--- src/b64d_pkg.sv ---
// Shared types, alphabet constants and character-to-sextet mapping for the base64 decoder.
`default_nettype none
package b64d_pkg;

   localparam logic [7:0] CHAR_UPPER_A = 8'h41;
   localparam logic [7:0] CHAR_UPPER_Z = 8'h5A;
   localparam logic [7:0] CHAR_LOWER_A = 8'h61;
   localparam logic [7:0] CHAR_LOWER_Z = 8'h7A;
   localparam logic [7:0] CHAR_DIGIT_0 = 8'h30;
   localparam logic [7:0] CHAR_DIGIT_9 = 8'h39;
   localparam logic [7:0] CHAR_PLUS    = 8'h2B;
   localparam logic [7:0] CHAR_MINUS   = 8'h2D;

   localparam logic [5:0] LOWER_BASE   = 6'd26;
   localparam logic [5:0] DIGIT_BASE   = 6'd52;
   localparam logic [5:0] PLUS_VALUE   = 6'd62;
   localparam logic [5:0] MINUS_VALUE  = 6'd63;

   localparam logic [15:0] MAX_LEN_RESET = 16'hFFFF;

   localparam logic OP_CHAR = 1'b0;
   localparam logic OP_END  = 1'b1;

   typedef struct packed {
      logic [5:0]  res_bits;
      logic [2:0]  res_count;
      logic [15:0] bytes_written;
   } state_type;

   typedef struct packed {
      logic [7:0]  out_byte;
      logic        last;
      logic        stored;
      logic [15:0] written_count;
   } result_type;

   typedef struct packed {
      logic       valid;
      logic [5:0] value;
   } sextet_type;

   function automatic sextet_type sextet_of(input logic [7:0] c);
      sextet_type s;
      s.valid = 1'b1;
      s.value = '0;
      if (c >= CHAR_UPPER_A && c <= CHAR_UPPER_Z) begin
         s.value = 6'(c - CHAR_UPPER_A);
      end else if (c >= CHAR_LOWER_A && c <= CHAR_LOWER_Z) begin
         s.value = 6'(c - CHAR_LOWER_A) + LOWER_BASE;
      end else if (c >= CHAR_DIGIT_0 && c <= CHAR_DIGIT_9) begin
         s.value = 6'(c - CHAR_DIGIT_0) + DIGIT_BASE;
      end else if (c == CHAR_PLUS) begin
         s.value = PLUS_VALUE;
      end else if (c == CHAR_MINUS) begin
         s.value = MINUS_VALUE;
      end else begin
         s.valid = 1'b0;
      end
      return s;
   endfunction

endpackage
`default_nettype wire

--- src/b64d_decode.sv ---
// Combinational decode step: next accumulator state and result for one beat.
`default_nettype none
module b64d_decode (
   input  wire logic                 op,
   input  wire logic [7:0]           text_char,
   input  wire logic [15:0]          max_len,
   input  wire b64d_pkg::state_type  state_cur,
   output b64d_pkg::state_type       state_next,
   output b64d_pkg::result_type      result,
   output logic                      has_result
);
   import b64d_pkg::*;

   sextet_type  sx;
   logic [11:0] acc;
   logic [2:0]  shift;
   logic [5:0]  keep_mask;
   logic        room;
   logic [15:0] count_inc;

   assign sx        = sextet_of(text_char);
   assign acc       = {state_cur.res_bits, sx.value};
   assign shift     = state_cur.res_count - 3'd2;
   assign keep_mask = 6'((7'd1 << shift) - 7'd1);
   assign room      = state_cur.bytes_written < max_len;
   assign count_inc = room ? state_cur.bytes_written + 16'd1 : state_cur.bytes_written;

   always_comb begin
      state_next           = state_cur;
      result.out_byte      = 8'd0;
      result.last          = 1'b0;
      result.stored        = room;
      result.written_count = count_inc;
      has_result           = 1'b0;
      if (op == OP_END) begin
         result.last = 1'b1;
         has_result  = 1'b1;
         state_next  = '0;
      end else if (sx.valid) begin
         if (state_cur.res_count < 3'd2) begin
            state_next.res_bits  = sx.value;
            state_next.res_count = state_cur.res_count + 3'd6;
         end else begin
            result.out_byte          = 8'(acc >> shift);
            has_result               = 1'b1;
            state_next.res_bits      = acc[5:0] & keep_mask;
            state_next.res_count     = shift;
            state_next.bytes_written = count_inc;
         end
      end
   end

endmodule
`default_nettype wire

--- src/base64_stream_decoder.sv ---
// Top level of the base64 stream decoder: input register, decode step, result register.
//
// Usage:
//   req_ channel carries one character (req_op = 0) or an end-of-string
//   marker (req_op = 1) per beat. rsp_ channel returns at most one result
//   per request beat: a decoded byte, or the end-of-string beat with the
//   terminator, rsp_last = 1 and the final written count. Characters outside
//   the alphabet and characters that complete no byte give no result.
//   csr_ writes max_len; csr_ready is always high. Write only while idle.
// Path: a request beat is taken into the input register, and its result
//   is then loaded into the result register.
// Throughput: one request beat per cycle while req_stall is low; the decode
//   step between the two registers is a single pass, so nothing iterates.
// Reset: clears the valid flags of both registers, the residual bits, the
//   byte count, and sets max_len to 65535.
// Stall: rsp_stall holds the result register; the input register then
//   holds too only if its beat would produce a result, and req_stall rises.
`default_nettype none
module base64_stream_decoder (
   input  wire logic        clock,
   input  wire logic        reset,
   input  wire logic        req_valid,
   output logic             req_stall,
   input  wire logic        req_op,
   input  wire logic [7:0]  req_text_char,
   output logic             rsp_valid,
   input  wire logic        rsp_stall,
   output logic [7:0]       rsp_out_byte,
   output logic             rsp_last,
   output logic             rsp_stored,
   output logic [15:0]      rsp_written_count,
   input  wire logic        csr_valid,
   output logic             csr_ready,
   input  wire logic [15:0] csr_max_len
);
   import b64d_pkg::*;

   logic        in_valid_ff, in_valid_in;
   logic        in_op_ff;
   logic [7:0]  in_char_ff;
   logic        out_valid_ff, out_valid_in;
   result_type  out_ff;
   state_type   state_ff, state_in;
   logic [15:0] max_len_ff;
   result_type  dec_result;
   logic        dec_has_result;
   logic        advance;
   logic        req_take;

   b64d_decode u_decode (
      .op         (in_op_ff),
      .text_char  (in_char_ff),
      .max_len    (max_len_ff),
      .state_cur  (state_ff),
      .state_next (state_in),
      .result     (dec_result),
      .has_result (dec_has_result)
   );

   assign advance   = in_valid_ff && (!dec_has_result || !out_valid_ff || !rsp_stall);
   assign req_stall = in_valid_ff && !advance;
   assign req_take  = req_valid && !req_stall;
   assign csr_ready = 1'b1;

   always_comb begin
      if (req_take) begin
         in_valid_in = 1'b1;
      end else if (advance) begin
         in_valid_in = 1'b0;
      end else begin
         in_valid_in = in_valid_ff;
      end
      if (advance && dec_has_result) begin
         out_valid_in = 1'b1;
      end else if (!rsp_stall) begin
         out_valid_in = 1'b0;
      end else begin
         out_valid_in = out_valid_ff;
      end
   end

   always_ff @(posedge clock) begin
      if (reset) begin
         in_valid_ff  <= 1'b0;
         out_valid_ff <= 1'b0;
         state_ff     <= '0;
         max_len_ff   <= MAX_LEN_RESET;
      end else begin
         in_valid_ff  <= in_valid_in;
         out_valid_ff <= out_valid_in;
         if (advance) begin
            state_ff <= state_in;
         end
         if (csr_valid && csr_ready) begin
            max_len_ff <= csr_max_len;
         end
      end
   end

   always_ff @(posedge clock) begin
      if (req_take) begin
         in_op_ff   <= req_op;
         in_char_ff <= req_text_char;
      end
      if (advance && dec_has_result) begin
         out_ff <= dec_result;
      end
   end

   assign rsp_valid         = out_valid_ff;
   assign rsp_out_byte      = out_ff.out_byte;
   assign rsp_last          = out_ff.last;
   assign rsp_stored        = out_ff.stored;
   assign rsp_written_count = out_ff.written_count;

endmodule
`default_nettype wire
--- config.mk ---
export PLATFORM = sky130hd
export DESIGN_NAME = base64_stream_decoder
export DESIGN_NICKNAME = d
export VERILOG_FILES = /design/src/b64d_pkg.sv /design/src/b64d_decode.sv /design/src/base64_stream_decoder.sv
export SDC_FILE = /design/constraint.sdc
export NUM_CORES = 1
export LEC_CHECK = 0
export BUFFER_PORTS_ARGS = -buffer_cell sky130_fd_sc_hd__buf_2
export CAP_MARGIN = 10
export CORE_MARGIN = 10
export CORE_UTILIZATION = 30
export CTS_BUF_LIST = sky130_fd_sc_hd__clkbuf_8
export DETAILED_ROUTE_END_ITERATION = 6
export PLACE_DENSITY = 0.52
export SLEW_MARGIN = 20
export SYNTH_ARGS = -nofsm -noshare
export SYNTH_HDL_FRONTEND = slang
export SYNTH_SLANG_ARGS = --single-unit
export TNS_END_PERCENT = 10
--- constraint.sdc ---
create_clock -name clock -period 4.7 [get_ports clock]
set_input_delay 0.705 -clock clock [delete_from_list [all_inputs] [get_ports clock]]
set_output_delay 0.705 -clock clock [all_outputs]
set_load 0.02 [all_outputs]
==> results.cfg <==
[status]
status = completed

[sta]
maxSlewViolCount = 0
final_hold_viol_count = 0
fin_tns_setup_ps = 0
max-slew-margin-rel = 0.295
skew_ps = 14.5
post-route-period-util = 0.758
setup_slack_ps = 1140
clock.fmax_mhz = 281
layout_min_cycle_time_ps = 3560
rsz0062_at_grt = no
worstMarginPinSlew_ps = 1050
setup_viol = 0

[floorplan]
die_w_um = 143
start_util = 0.309
die_height_um = 143
ioPinCount = 59
core.rowCount = 44
core_area_um2 = 14600
die-area_um2 = 20400

[synthesis]
synthFlopType = dfxtp_1
syn_area_um2 = 4530
synth_warnings = 0
synth_seq_cells = 77
ys_seq_area_frac = 0.418
synthArstFlopShare = 0
synth.distinct_cells = 64
synth-edff-count = 35
synth_cells = 467
synthesis.nets = 528
avgSynthCellArea_um2 = 9.69

[grt]
grt_pass1_vias = 3644
grt.total_usage = 0.114
overflow = 0
grt_antenna_before_repair = 0
grt_first_pass_wirelength_um = 18800
grt_max_degree = 32

[critical_path]
crit_fanout = 12
end_kind = output port
r2r_end = rsp_out_byte[3]$_SDFFCE_PP0P_
r2r_setup_slack_ps = 1430
crit_required_ps = 3990
reg2reg_depth = 8
startpoint_type = flip-flop
critical_path_arrival_ps = 2860
critical_path_class = flip-flop to output port
r2r_start = in_char_ff[0]$_DFFE_PP_

[clocking]
post-cts-setup-buffer-count = 0
cts_resized = 0
cts_tree = yes
hold_buffers = 0
cts.path.max_buffers = 2
cts.sinks = 77
numCtsBuffers = 9
htree_levels = 3
path_clk_slew_ps = 90
cts_root_buffer = clkbuf_8
clk_latency_ps = 370

[hold_path]
hold_path_end = state_ff[24]$_SDFFE_PP0P_
hold_class = flip-flop to flip-flop
holdPathStages = 2
hp-start = state_ff[24]$_SDFFE_PP0P_

[routing]
wl_per_cell_um = 16.3
ant_nets = 0
drtIter0Drc = 327
dr_wl_met3_um = 549
wl_met2_um = 4660
drt_drc_violations_left = 0
met1_length_um = 6020
viasPerCell = 5.17
route.top_layer_used = met4
routed_wl_um = 11400
dr.pass1.iters = 4
vias = 3637

[finish]
final_nets = 576
diodes = 0
syn2layout_area_growth_pct = 13.4
finalInstanceArea_um2 = 5130
drive_above_1_share = 0.177

[placed_design]
place.gp.congestion = 0.861
pre_cts_ws_ps = 1510
portBuffers = 57
post-dp-hpwl_um = 8800
place_area_um2 = 4940

[power_and_ir_drop]
leakagePower_nw = 2.01
ir_drop_uv = 138
power_density_nw_per_um2 = 275

[run]
drv_cap = 0
[layout make-up]
cell class / instances / area [um^2]
fill: 1545 / 9510
multi-input combinational: 333 / 2380
sequential: 77 / 1890
timing repair buffer: 59 / 300
tap: 184 / 230
inverter: 35 / 131
clock buffer: 9 / 124
clock inverter: 7 / 73.8
[logic make-up after synthesis]
kind of cell	count (synthesis)	synth area share
DFF	77	0.418
xor gates and xnor gates	16	0.0310
and+or+nand+nor	136	0.153
AOI/OAI and AO/OA	142	0.238
muxes	6	0.0138
buffers and inverters	57	0.0561
adders and majority gates	31	0.0890
other	2	0.00166
[worst max path at each step]
stage	slack (ps)	startpoint	to	cells after the start
6_report	1140	in_char_ff[2]$_DFFE_PP_	req_stall	9
5_1_grt	880	in_char_ff[2]$_DFFE_PP_	req_stall	9
4_1_cts	1110	in_char_ff[2]$_DFFE_PP_	req_stall	9
3_5_place_dp	1510	in_char_ff[0]$_DFFE_PP_	rsp_out_byte[3]$_SDFFCE_PP0P_	8
3_3_place_gp	1520	in_char_ff[2]$_DFFE_PP_	req_stall	9
2_1_floorplan	1440	in_char_ff[2]$_DFFE_PP_	rsp_last$_DFFE_PP_	9
[registers in the layout (all words and copies together) (netlist names)]
name	flops
in_char_ff	8
in_op_ff	1
in_valid_ff	1
max_len_ff	16
rsp_last	1
rsp_out_byte	8
rsp_stored	1
rsp_valid	1
rsp_written_count	16
state_ff	24
[power breakdown]
part / internal (W) / switching [W] / leakage (nW)
Sequential: 0.000722 / 0.0000192 / 0.666
Clock: 0.000246 / 0.000269 / 0.0895
Combinational: 0.0000555 / 0.000101 / 1.26
Total: 0.00102 / 0.000390 / 2.01
[routing by layer]
metal / GRT usage / vias to the layer above
li1: - / 1839
met1: 0.162 / 1708
met2: 0.162 / 77
met3: 0.0245 / 13
met4: 0.0505 / 0
met5: 0 / -
[worst max-delay path, cell delays in order (launching register included)]
cell,delay (ps)
edfxtp_1,550
inv_1,220
ha_1,290
a21o_1,180
o2111ai_1,250
a32oi_4,440
o21ai_0,180
nand2_1,180
nor2_1,50
buf_2,160
[metrics by stage]
step,total power [W],hold WS (ps),utilization,cells
after floorplan,0.000863,442,-,467
after global placement,0.000911,471,0.337,688
after detailed placement,0.000913,481,0.337,688
after CTS,0.00143,493,0.351,704
after global routing,0.00147,504,0.351,704
final,0.00141,491,0.351,704
[Yosys cell counts (3+ instances only)]
cell type,number,area share
a2111oi_2,4,0.013
a211o_1,3,0.0058
a211oi_1,12,0.020
a21o_1,7,0.012
a21oi_1,29,0.032
a31oi_1,8,0.011
and2_1,4,0.0055
and3_1,7,0.0097
buf_2,5,0.0055
buf_4,3,0.0050
buf_6,3,0.0075
clkbuf_1,11,0.0091
dfxtp_1,42,0.19
edfxtp_1,35,0.23
ha_1,29,0.080
inv_1,35,0.029
mux2i_1,4,0.0088
nand2_1,46,0.038
nand2b_1,5,0.0069
nand3_1,21,0.023
nand4_1,12,0.017
nor2_1,15,0.012
nor2b_1,6,0.0083
nor3_1,6,0.0066
o2111ai_1,3,0.0058
o211ai_1,23,0.038
o21a_1,10,0.017
o21ai_0,12,0.013
o221ai_1,6,0.012
or3_1,3,0.0041
xnor2_1,8,0.015
xor2_1,8,0.015
[cell usage in the layout (no fill, tap or decap), types with 5 or more instances in the layout]
cell / n
buf_2: 57
nand2_1: 46
dfxtp_1: 42
inv_1: 35
edfxtp_1: 35
a21oi_1: 29
ha_1: 29
o211ai_1: 23
nand3_1: 21
nor2_1: 14
o21ai_0: 12
nand4_1: 12
a211oi_1: 12
o21a_1: 10
clkbuf_8: 9
xor2_1: 8
xnor2_1: 8
a31oi_1: 8
a21o_1: 7
and3_1: 7
nor2b_1: 6
nor3_1: 6
o221ai_1: 6
nand2b_1: 5
No activity file was read; power rests on OpenSTA's default activity.
